## src/wmae_pkg.sv

```systemverilog
// shared types and constants for the windowed mean and ac energy block
// no dependencies
`default_nettype none

package wmae_pkg;

  localparam int SAMPLE_W   = 14;
  localparam int MEAN_LEN   = 16;
  localparam int ENERGY_LEN = 64;

  localparam int MEAN_SHIFT = $clog2(MEAN_LEN);
  localparam int MEAN_SUM_W = SAMPLE_W + $clog2(MEAN_LEN);
  localparam int E_SUM_W    = SAMPLE_W + $clog2(ENERGY_LEN);
  localparam int SQ_W       = 2 * SAMPLE_W;
  localparam int E_SQ_W     = SQ_W + $clog2(ENERGY_LEN);

  localparam int MEAN_W     = 22;
  localparam int ENERGY_W   = 50;
  localparam int FRAC_W     = 8;

  localparam logic [SAMPLE_W-1:0] THR_RESET = 14'd4095;

  typedef enum logic [0:0] {
    CMD_ADD    = 1'b0,
    CMD_SET_OK = 1'b1
  } cmd_t;

  typedef struct packed {
    logic [MEAN_SUM_W-1:0] smean;
    logic [E_SUM_W-1:0]    s1;
    logic [E_SQ_W-1:0]     s2;
    logic                  ok;
  } snap_t;

endpackage

`default_nettype wire

```

## src/wmae_window.sv

```systemverilog
// delay lines, running window sums and the sticky data valid flag
// depends on wmae_pkg
`default_nettype none

module wmae_window (
  input  logic                           clk,
  input  logic                           rst,
  input  logic                           apply,
  input  wmae_pkg::cmd_t                 cmd,
  input  logic [wmae_pkg::SAMPLE_W-1:0]  smp,
  input  logic [wmae_pkg::SAMPLE_W-1:0]  threshold,
  output wmae_pkg::snap_t                snap
);
  import wmae_pkg::*;

  logic [SAMPLE_W-1:0]   mean_line [MEAN_LEN];
  logic [SAMPLE_W-1:0]   energy_line [ENERGY_LEN];
  logic [MEAN_SUM_W-1:0] smean;
  logic [E_SUM_W-1:0]    s1;
  logic [E_SQ_W-1:0]     s2;
  logic                  ok;

  logic [MEAN_SUM_W-1:0] smean_next;
  logic [E_SUM_W-1:0]    s1_next;
  logic [E_SQ_W-1:0]     s2_next;
  logic [SAMPLE_W-1:0]   old_e;
  logic [SQ_W-1:0]       sq_new;
  logic [SQ_W-1:0]       sq_old;

  always_comb begin
    old_e      = energy_line[ENERGY_LEN-1];
    sq_new     = SQ_W'(smp) * SQ_W'(smp);
    sq_old     = SQ_W'(old_e) * SQ_W'(old_e);
    smean_next = smean + MEAN_SUM_W'(smp) - MEAN_SUM_W'(mean_line[MEAN_LEN-1]);
    s1_next    = s1 + E_SUM_W'(smp) - E_SUM_W'(old_e);
    s2_next    = s2 + E_SQ_W'(sq_new) - E_SQ_W'(sq_old);
  end

  always_ff @(posedge clk) begin
    if (rst) begin
      for (int i = 0; i < MEAN_LEN; i++) mean_line[i] <= '0;
      for (int i = 0; i < ENERGY_LEN; i++) energy_line[i] <= '0;
      smean <= '0;
      s1    <= '0;
      s2    <= '0;
      ok    <= 1'b1;
    end else if (apply) begin
      unique case (cmd)
        CMD_SET_OK: begin
          ok <= 1'b1;
        end
        CMD_ADD: begin
          for (int i = MEAN_LEN - 1; i > 0; i--) mean_line[i] <= mean_line[i-1];
          mean_line[0] <= smp;
          for (int i = ENERGY_LEN - 1; i > 0; i--) energy_line[i] <= energy_line[i-1];
          energy_line[0] <= smp;
          smean <= smean_next;
          s1    <= s1_next;
          s2    <= s2_next;
          if (smp > threshold) begin
            ok <= 1'b0;
          end
        end
        default: begin
          ok <= ok;
        end
      endcase
    end
  end

  assign snap = '{smean: smean, s1: s1, s2: s2, ok: ok};

endmodule

`default_nettype wire

```

## src/wmae_energy.sv

```systemverilog
// mean and energy datapath: product stage and result register
// depends on wmae_pkg
`default_nettype none

module wmae_energy (
  input  logic                          clk,
  input  logic                          load_prod,
  input  logic                          load_out,
  input  wmae_pkg::snap_t               snap,
  output logic [wmae_pkg::MEAN_W-1:0]   mean_value,
  output logic [wmae_pkg::ENERGY_W-1:0] energy_value,
  output logic                          data_ok
);
  import wmae_pkg::*;

  localparam int MS_W  = MEAN_W + E_SUM_W;
  localparam int MM_W  = 2 * MEAN_W;
  localparam int ACC_W = ENERGY_W + 3;
  localparam int SHIFTED_W = MEAN_SUM_W + FRAC_W;
  localparam logic [ACC_W-1:0] LEN_K = ACC_W'(ENERGY_LEN);

  logic [SHIFTED_W-1:0] mean_full;
  logic [MEAN_W-1:0]    mean_c;

  logic [MEAN_W-1:0]    m_q;
  logic [MS_W-1:0]      p_ms;
  logic [MM_W-1:0]      p_mm;
  logic [E_SQ_W-1:0]    s2_q;
  logic                 ok_q;

  logic [ACC_W-1:0]     acc;

  // power-of-two window: the division is a shift
  always_comb begin
    mean_full = {snap.smean, {FRAC_W{1'b0}}} >> MEAN_SHIFT;
    mean_c    = mean_full[MEAN_W-1:0];
  end

  always_ff @(posedge clk) begin
    if (load_prod) begin
      m_q  <= mean_c;
      p_ms <= MS_W'(mean_c) * MS_W'(snap.s1);
      p_mm <= MM_W'(mean_c) * MM_W'(mean_c);
      s2_q <= snap.s2;
      ok_q <= snap.ok;
    end
  end

  // 2^16*sum(x^2) - 2^9*m*sum(x) + n*m^2
  always_comb begin
    acc = (ACC_W'(s2_q) << 16) - (ACC_W'(p_ms) << 9) + ACC_W'(p_mm) * LEN_K;
  end

  always_ff @(posedge clk) begin
    if (load_out) begin
      mean_value   <= m_q;
      energy_value <= acc[ENERGY_W-1:0];
      data_ok      <= ok_q;
    end
  end

endmodule

`default_nettype wire

```

## src/windowed_mean_and_ac_energy.sv

```systemverilog
// top level: input register, window state, product stage, result register
// depends on wmae_pkg, wmae_window, wmae_energy
`default_nettype none

// Takes one item per clock cycle unless the result waits. A result passes the input
// register, window update, product register and result register after its transfer;
// the four stages stall in place while the result waits, with bubbles squeezed out.
// The rate is set by the running sums over the two windows, updated once per sample.
// The mean is the short-window sum scaled to Q14.8; the energy is formed from the
// long-window sums of samples and squares with two multipliers after the sums.
// The threshold register may be written only while no item is in flight.
module windowed_mean_and_ac_energy (
  input  logic                          clk,
  input  logic                          rst,
  input  logic                          item_valid,
  output logic                          item_ready,
  input  logic                          command,
  input  logic [wmae_pkg::SAMPLE_W-1:0] sample,
  output logic                          result_valid,
  input  logic                          result_ready,
  output logic [wmae_pkg::MEAN_W-1:0]   mean_value,
  output logic [wmae_pkg::ENERGY_W-1:0] energy_value,
  output logic                          data_ok,
  input  logic                          cfg_valid,
  output logic                          cfg_ready,
  input  logic [wmae_pkg::SAMPLE_W-1:0] fault_threshold
);
  import wmae_pkg::*;

  logic [SAMPLE_W-1:0] threshold;
  cmd_t                cmd0;
  logic [SAMPLE_W-1:0] smp0;
  logic                v0, v1, v2, v3;
  logic                ld0, ld1, ld2, ld3;
  logic                apply;
  snap_t               snap;

  assign ld3          = !v3 || result_ready;
  assign ld2          = !v2 || ld3;
  assign ld1          = !v1 || ld2;
  assign ld0          = !v0 || ld1;
  assign apply        = v0 && ld1;
  assign item_ready   = ld0;
  assign result_valid = v3;
  assign cfg_ready    = 1'b1;

  always_ff @(posedge clk) begin
    if (rst) begin
      threshold <= THR_RESET;
    end else if (cfg_valid) begin
      threshold <= fault_threshold;
    end
  end

  always_ff @(posedge clk) begin
    if (rst) begin
      v0 <= 1'b0;
      v1 <= 1'b0;
      v2 <= 1'b0;
      v3 <= 1'b0;
    end else begin
      if (ld0) v0 <= item_valid;
      if (ld1) v1 <= v0;
      if (ld2) v2 <= v1;
      if (ld3) v3 <= v2;
    end
  end

  always_ff @(posedge clk) begin
    if (ld0 && item_valid) begin
      cmd0 <= cmd_t'(command);
      smp0 <= sample;
    end
  end

  wmae_window u_window (
    .clk       (clk),
    .rst       (rst),
    .apply     (apply),
    .cmd       (cmd0),
    .smp       (smp0),
    .threshold (threshold),
    .snap      (snap)
  );

  wmae_energy u_energy (
    .clk          (clk),
    .load_prod    (v1 && ld2),
    .load_out     (v2 && ld3),
    .snap         (snap),
    .mean_value   (mean_value),
    .energy_value (energy_value),
    .data_ok      (data_ok)
  );

`ifndef ASSERT_OFF
  // a clear transfer leaves the flag set
  a_clear_sets_ok: assert property (@(posedge clk) disable iff (rst)
    apply && cmd0 == CMD_SET_OK |=> snap.ok)
    else $error("data valid flag not set after clear");

  // window state holds while its snapshot waits for the product stage
  a_state_holds: assert property (@(posedge clk) disable iff (rst)
    v1 && !ld2 |=> $stable(snap.s2) && $stable(snap.s1) && $stable(snap.smean))
    else $error("window state changed under a stalled snapshot");

  // an all-zero long window has no squared sum
  a_sums_agree: assert property (@(posedge clk) disable iff (rst)
    snap.s1 == '0 |-> snap.s2 == '0)
    else $error("running sums disagree");
`endif

endmodule

`default_nettype wire
```

## config.mk

```make
export PLATFORM = sky130hd
export DESIGN_NAME = windowed_mean_and_ac_energy
export DESIGN_NICKNAME = d
export VERILOG_FILES = /design/src/wmae_pkg.sv /design/src/wmae_window.sv /design/src/wmae_energy.sv /design/src/windowed_mean_and_ac_energy.sv
export SDC_FILE = /design/constraint.sdc
export NUM_CORES = 2
export LEC_CHECK = 0
export BUFFER_PORTS_ARGS = -buffer_cell sky130_fd_sc_hd__buf_2
export CAP_MARGIN = 20
export CORE_UTILIZATION = 65
export CTS_CLUSTER_DIAMETER = 120
export CTS_CLUSTER_SIZE = 28
export DETAILED_ROUTE_END_ITERATION = 8
export GPL_TIMING_DRIVEN = 0
export PLACE_DENSITY_LB_ADDON = 0.3
export SLEW_MARGIN = 20
export SYNTH_ARGS = -nofsm -noshare
export SYNTH_HDL_FRONTEND = slang
export SYNTH_SLANG_ARGS = --single-unit
```

## constraint.sdc

```tcl
create_clock -name clk -period 32.9 [get_ports clk]
set_input_delay 9.87 -clock clk [delete_from_list [all_inputs] [get_ports clk]]
set_output_delay 9.87 -clock clk [all_outputs]
set_load 0.1 [all_outputs]
```

# Word level (Yosys, flattened, before mapping)
# Memories as Yosys holds them, arrays and structs flattened.
# Index checks and enable logic that the tools add are counted.
[word_totals] out_inout_bits=76 inputBits=34 regBits=301 mem_count=2 ramBits=1120
[memory_table] memory="u_window.energy_line" words=64 word_bits=14 read_ports=64 rd_clocked_by_memory_dff=0 wr=64 line_no="wmae_window.sv:17" source="logic [SAMPLE_W-1:0] energy_line [ENERGY_LEN];"
[memory_table] memory="u_window.mean_line" words=16 word_bits=14 read_ports=16 rd_clocked_by_memory_dff=0 wr=16 line_no="wmae_window.sv:16" source="logic [SAMPLE_W-1:0] mean_line [MEAN_LEN];"
[op_classes] bitwise_logic=81 mul=4 reduce_logical=14 mux=88 eq_ne=1 magnitude_cmp=1 addsub=8
[op_table] cell="2-to-1 mux 14 bit" count=80
[op_table] cell="bitwise OR 1 bit" count=80
[op_table] cell="multiplier 14 x 14 -> 28 bit" count=2
[op_table] cell="adder 50 bit" count=1
[op_table] cell="subtractor 50 bit" count=1
[op_table] cell="multiplier 18 x 20 -> 37 bit" count=1
[op_table] cell="multiplier 18 x 18 -> 36 bit" count=1
[op_table] cell="adder 34 x 28 -> 34 bit" count=1
[op_table] cell="subtractor 34 x 28 -> 34 bit" count=1
[op_table] cell="adder 20 x 14 -> 20 bit" count=1
[op_table] cell="subtractor 20 x 14 -> 20 bit" count=1
[op_table] cell="adder 18 x 14 -> 18 bit" count=1
[op_table] cell="subtractor 18 x 14 -> 18 bit" count=1
[op_table] cell="> comparator 14 bit" count=1
[op_table] cell="2-to-1 mux 1 bit" count=7
[op_table] cell="logical AND 1 bit" count=4
[op_table] cell="zero test 1 bit" count=4
[op_table] cell="logical OR 1 bit" count=4
[op_table] cell="AND reduction 2 bit" count=2
[op_table] cell="inequality test 2 x 1 -> 1 bit, second input constant" count=1
[op_table] cell="case mux 1 bit (2 select lines)" count=1
[op_table] cell="NOT 1 bit" count=1

# Depth between registers and ports, before layout
[depth] depth_word=9 ltp_mapped=32 mapped_depth_nobuf=29

# By module
# From an unflattened synthesis, not the netlist that was laid out.
[unflattened] hier_cells=7071 hier_area_um2=81142.8
[by_module_without_submodules] module="wmae_window" cells_per_inst=4010 area_each_um2=50885.1 n_inst=1
[by_module_without_submodules] module="wmae_energy" cells_per_inst=2977 area_each_um2=29077.9 n_inst=1
[by_module_without_submodules] module="windowed_mean_and_ac_energy" cells_per_inst=84 area_each_um2=1179.9 n_inst=1

# Least setup slack after synthesis
# Ideal clock, no wire load.
[synth_timing] kind="in2reg" from="input port result_ready" to="register u_window.s1[11]" path_buffers=1 t_arrival_ns=28.319 stages=8 setup_time_ns=0.864 required_time_ns=32.036 setup_slack_ns=3.717 path_cell_list="nor2b_1 > nand3_1 > nand2_1 > nor2_1 > clkbuf_1 > nor2_1 > inv_1 > o21ai_0"
[synth_between] elab_chain_len=5
[synth_rtl] element="start: declaration" line_no="windowed_mean_and_ac_energy.sv:20" source="input logic result_ready,"
[synth_rtl] element="logical OR 1 bit" line_no="windowed_mean_and_ac_energy.sv:38" source="assign ld3 = !v3 || result_ready;"
[synth_rtl] element="logical OR 1 bit" line_no="windowed_mean_and_ac_energy.sv:39" source="assign ld2 = !v2 || ld3;"
[synth_rtl] element="logical OR 1 bit" line_no="windowed_mean_and_ac_energy.sv:40" source="assign ld1 = !v1 || ld2;"
[synth_rtl] element="logical AND 1 bit" line_no="windowed_mean_and_ac_energy.sv:42" source="assign apply = v0 && ld1;"
[synth_rtl] element="AND reduction 2 bit (no line)"
[synth_rtl] element="end signal: assignment" line_no="wmae_window.sv:58" source="s1 <= s1_next;"
[synth_rtl] element="end: declaration" line_no="wmae_window.sv:19" source="logic [E_SUM_W-1:0] s1;"
# No other way between the ends.
# A chain may end at the register's enable or synchronous reset.

# Final worst setup path
[layout_timing] from="input port result_ready" to="output port item_ready"
[layout_between] elab_chain_len=4
[layout_rtl] element="logical OR 1 bit" line_no="windowed_mean_and_ac_energy.sv:38"
[layout_rtl] element="logical OR 1 bit" line_no="windowed_mean_and_ac_energy.sv:39"
[layout_rtl] element="logical OR 1 bit" line_no="windowed_mean_and_ac_energy.sv:40"
[layout_rtl] element="logical OR 1 bit" line_no="windowed_mean_and_ac_energy.sv:41" source="assign ld0 = !v0 || ld1;"
[layout_rtl] element="end: declaration" line_no="windowed_mean_and_ac_energy.sv:16" source="output logic item_ready,"
# No other way between the ends.

==> flow_results.xml <==
<?xml version="1.0" encoding="UTF-8"?>
<metrics>
  <group name="global_route">
    <metric name="grt_overflow_total" unit="">0</metric>
    <metric name="globalRouteTotalUtil" unit="%">30.17</metric>
    <metric name="initial_antenna_violation_count" unit="">5</metric>
    <metric name="grt_pass1_wl" unit="um">289000</metric>
    <metric name="maximum_number_of_pins_on_one_net_before_global_route_repair" unit="">125</metric>
    <metric name="grt_pass1_vias" unit="">52863</metric>
  </group>
  <group name="floorplanning">
    <metric name="die_h" unit="um">353.7</metric>
    <metric name="die-width" unit="um">353.7</metric>
    <metric name="die-area" unit="um^2">125100</metric>
    <metric name="row_count" unit="">128</metric>
    <metric name="core_area" unit="um^2">122200</metric>
    <metric name="ios" unit="">110</metric>
    <metric name="start_util" unit="%">65.81</metric>
  </group>
  <group name="worst_setup_path">
    <metric name="critical_path.most_common_cell" unit="">buf_2</metric>
    <metric name="cp.required" unit="ns">23.03</metric>
    <metric name="endpoint_kind" unit="">primary output</metric>
    <metric name="worst_path_max_delay_cell" unit="">nor2b_1</metric>
    <metric name="timing.critical_path.from_type" unit="">primary input</metric>
    <metric name="crit_family" unit="">simple AND/OR/NAND/NOR gates</metric>
    <metric name="crit_type" unit="">in -&gt; out</metric>
    <metric name="critical_path_buf_inv_count" unit="">2</metric>
    <metric name="cp_data_arrival_time" unit="ns">11.43</metric>
    <metric name="critPathMaxStageDelay" unit="ns">0.65</metric>
    <metric name="critPathMaxFanout" unit="">6</metric>
    <metric name="cp_cell_sequence" unit="">buf_2 &gt; nor2b_1 &gt; nand4_1 &gt; buf_2</metric>
  </group>
  <group name="timing">
    <metric name="report.final.setup_viol" unit="">0</metric>
    <metric name="fin_crit" unit="ns">21.30</metric>
    <metric name="timing.slew.headroom" unit="%">14.68</metric>
    <metric name="clock.fmax" unit="GHz">0.04695</metric>
    <metric name="layout_skew" unit="ns">0.05709</metric>
    <metric name="timing_hold_violations_final" unit="">0</metric>
    <metric name="finalMaxSlewViolations" unit="">0</metric>
    <metric name="timing_worst_slew_pin_value" unit="ns">1.280</metric>
    <metric name="hold-worst-slack" unit="ns">0.4267</metric>
    <metric name="setup_slack" unit="ns">11.60</metric>
    <metric name="rsz0062_at_grt" unit="">no</metric>
    <metric name="period_share" unit="%">64.74</metric>
  </group>
  <group name="clock_tree">
    <metric name="clock_tree.htree_level_count" unit="">2</metric>
    <metric name="clk_path_buf_depth" unit="">3</metric>
    <metric name="tritoncts.num_buffers" unit="">50</metric>
    <metric name="cts_num_sinks" unit="">1182</metric>
    <metric name="path_clk_slew" unit="ns">0.11</metric>
    <metric name="cts_resized" unit="">0</metric>
    <metric name="clk_latency" unit="ns">0.70</metric>
    <metric name="post_cts.repair.setup_buffers" unit="">0</metric>
    <metric name="tritoncts" unit="">done</metric>
    <metric name="cts_root_buf" unit="">clkbuf_16</metric>
    <metric name="cts-hold-fix-buffers" unit="">0</metric>
  </group>
  <group name="drt">
    <metric name="drt_iter0_markers" unit="">4772</metric>
    <metric name="wirelength_per_cell" unit="um">20.59</metric>
    <metric name="drt_drc_violations_left" unit="">0</metric>
    <metric name="routed-via-count" unit="">51153</metric>
    <metric name="drt_pass1_iterations" unit="">5</metric>
    <metric name="routed_wl" unit="um">183800</metric>
    <metric name="vias_per_cell" unit="">5.731</metric>
    <metric name="postRouteAntennaNets" unit="">0</metric>
  </group>
  <group name="synthesis">
    <metric name="synth_edf_count" unit="">1091</metric>
    <metric name="yosysTopAreaCellShare" unit="%">40.74</metric>
    <metric name="ys_ff_latch" unit="">1182</metric>
    <metric name="synth-main-ff-cell" unit="">edfxtp_1</metric>
    <metric name="asyncSetResetFlopFracSynth" unit="%">0</metric>
    <metric name="synthDistinctLibCells" unit="">74</metric>
    <metric name="synth_warnings" unit="">0</metric>
    <metric name="synth_seq_area_share" unit="%">43.01</metric>
    <metric name="synthCells" unit="">7084</metric>
    <metric name="syn_area_per_cell" unit="um^2">11.35</metric>
    <metric name="netlist_top_cells_area" unit="">edfxtp_1, fa_1, ha_1</metric>
    <metric name="syn_area" unit="um^2">80410</metric>
    <metric name="cell_type_with_the_highest_aggregate_area_in_the_netlist" unit="">edfxtp_1</metric>
  </group>
  <group name="placed_design">
    <metric name="numPortBuffers" unit="">89</metric>
    <metric name="post-place-ws" unit="ns">11.49</metric>
    <metric name="gpl.final_weighted_congestion" unit="">0.9665</metric>
    <metric name="post-dp-hpwl" unit="um">142200</metric>
    <metric name="placedCellCount" unit="">8831</metric>
  </group>
  <group name="cells_and_area">
    <metric name="area_growth_from_synthesis_to_final_layout" unit="%">5.720</metric>
    <metric name="nets" unit="">8650</metric>
    <metric name="post-route-util" unit="%">69.57</metric>
    <metric name="layout-drive-gt1-share" unit="%">3.027</metric>
    <metric name="fin_cells" unit="">8925</metric>
    <metric name="num_antenna_cells" unit="">0</metric>
  </group>
  <group name="job">
    <metric name="max_cap_viol_count" unit="">0</metric>
  </group>
  <group name="min_path">
    <metric name="hold_path_class" unit="">reg -&gt; reg</metric>
  </group>
  <group name="outcome">
    <metric name="status" unit="">finished, final reports clean</metric>
  </group>
</metrics>
worst paths after layout:
kind | from | to | slack [ns] | depth (start not counted)
hold / removal | u_energy.m_q[11] | u_energy.mean_value[11] | 0.43 | 0
setup reg to reg | smp0[6] | u_window.s2[33] | 23.40 | 29
setup / recovery | result_ready | item_ready | 11.60 | 4
hold reg to reg | u_energy.m_q[11] | u_energy.mean_value[11] | 0.43 | 0
placed cells by master (no fill, tap or decap), types with 50 or more instances in the layout:
master	instances
inv_1	1392
edfxtp_1	1091
and3_1	893
fa_1	889
nand2_1	621
ha_1	469
clkbuf_1	367
nor2_1	311
a21oi_1	191
xnor2_1	118
dfxtp_1	91
buf_2	90
a21o_1	78
o21ai_0	62
xor2_1	56
and2_1	52
clkbuf_16	50
stage by stage:
| step | cell area, um^2 | TNS [ns] |
|---|---|---|
| finish | 85010 | 0 |
| global route | 85010 | 0 |
| CTS | 85010 | 0 |
| detailed placement | 83420 | 0 |
| global placement | 82950 | -2168.13 |
| floorplan | 80470 | 0 |
Yosys cell counts (all sizes together), types with 3 or more instances:
| master | number |
|---|---|
| and3 | 893 |
| o21ai | 81 |
| clkbuf | 336 |
| ha | 469 |
| nor3b | 5 |
| or2 | 10 |
| clkinv | 11 |
| a22o | 7 |
| o31a | 6 |
| fa | 889 |
| xor2 | 56 |
| o21a | 27 |
| nand3 | 42 |
| and4 | 3 |
| o211ai | 25 |
| dfxtp | 91 |
| o2111ai | 4 |
| edfxtp | 1091 |
| nand2b | 19 |
| o31ai | 6 |
| or3 | 11 |
| mux2i | 4 |
| nor2b | 21 |
| a31o | 7 |
| buf | 46 |
| a221o | 3 |
| nand4 | 20 |
| a21o | 78 |
| a41oi | 4 |
| o21bai | 15 |
| nor2 | 311 |
| or4 | 3 |
| a31oi | 14 |
| nor3 | 37 |
| a21boi | 8 |
| inv | 1394 |
| a211oi | 22 |
| a21oi | 194 |
| nand2 | 621 |
| xnor2 | 118 |
| and2 | 52 |
| a211o | 5 |
worst register-to-register path, delay by kind of cell, from the launching register on:
| family | cells | cell delay, ns |
|---|---|---|
| adders and majority gates | 9 | 4.24 |
| buffers and inverters | 9 | 1.94 |
| AOI/OAI and AO/OA | 8 | 1.80 |
| and+or+nand+nor | 2 | 0.77 |
| DFF | 1 | 0.49 |
| xor gates and xnor gates | 1 | 0.15 |
registers in the layout (all words and copies together) (netlist names), 20 cells and up:
signal                 cells
u_energy.energy_value     37
u_energy.p_mm             34
u_energy.p_ms             37
u_energy.s2_q             34
u_window.energy_line     798
u_window.mean_line        98
u_window.s1               20
u_window.s2               34
cell type report:
cell class | count | area [um^2]
Buffer | 382 | 1505
Clock buffer | 84 | 1389
Clock inverter | 10 | 206.4
Fill cell | 8659 | 37180
Inverter | 1405 | 5281
Multi-Input combinational cell | 4131 | 39130
Sequential cell | 1182 | 34580
Tap cell | 1625 | 2033
Timing Repair Buffer | 106 | 882.1
per-layer routing:
layer  part of all wire (%)  routed length, um  GRT usage [%]  vias up
met4                    6.6              12050          16.28        8
li1                       -                  -              -    23264
met3                    7.4              13690          5.412      496
met1                     38              69410          37.63    25492
met2                     48              88470          50.27     1893
met5                  0.094                172         0.7170        -
cells by family (layout without fill, tap and decap cells):
| group | Yosys count | count (layout) | share of synthesized area (%) |
|---|---|---|---|
| and+or+nand+nor | 2051 | 2051 | 12.98 |
| buffers and inverters | 1787 | 1987 | 8.427 |
| adders and majority gates | 1358 | 1358 | 29.43 |
| DFF | 1182 | 1182 | 43.01 |
| AOI/OAI and AO/OA | 524 | 524 | 4.175 |
| xor gates and xnor gates | 174 | 174 | 1.895 |
| muxes | 6 | 6 | 0.07780 |
| other | 2 | 18 | 0.009339 |
Power is left out: the tool's default activity adds up to more than one toggle a clock period on the data nets, which glitch-free logic cannot reach.
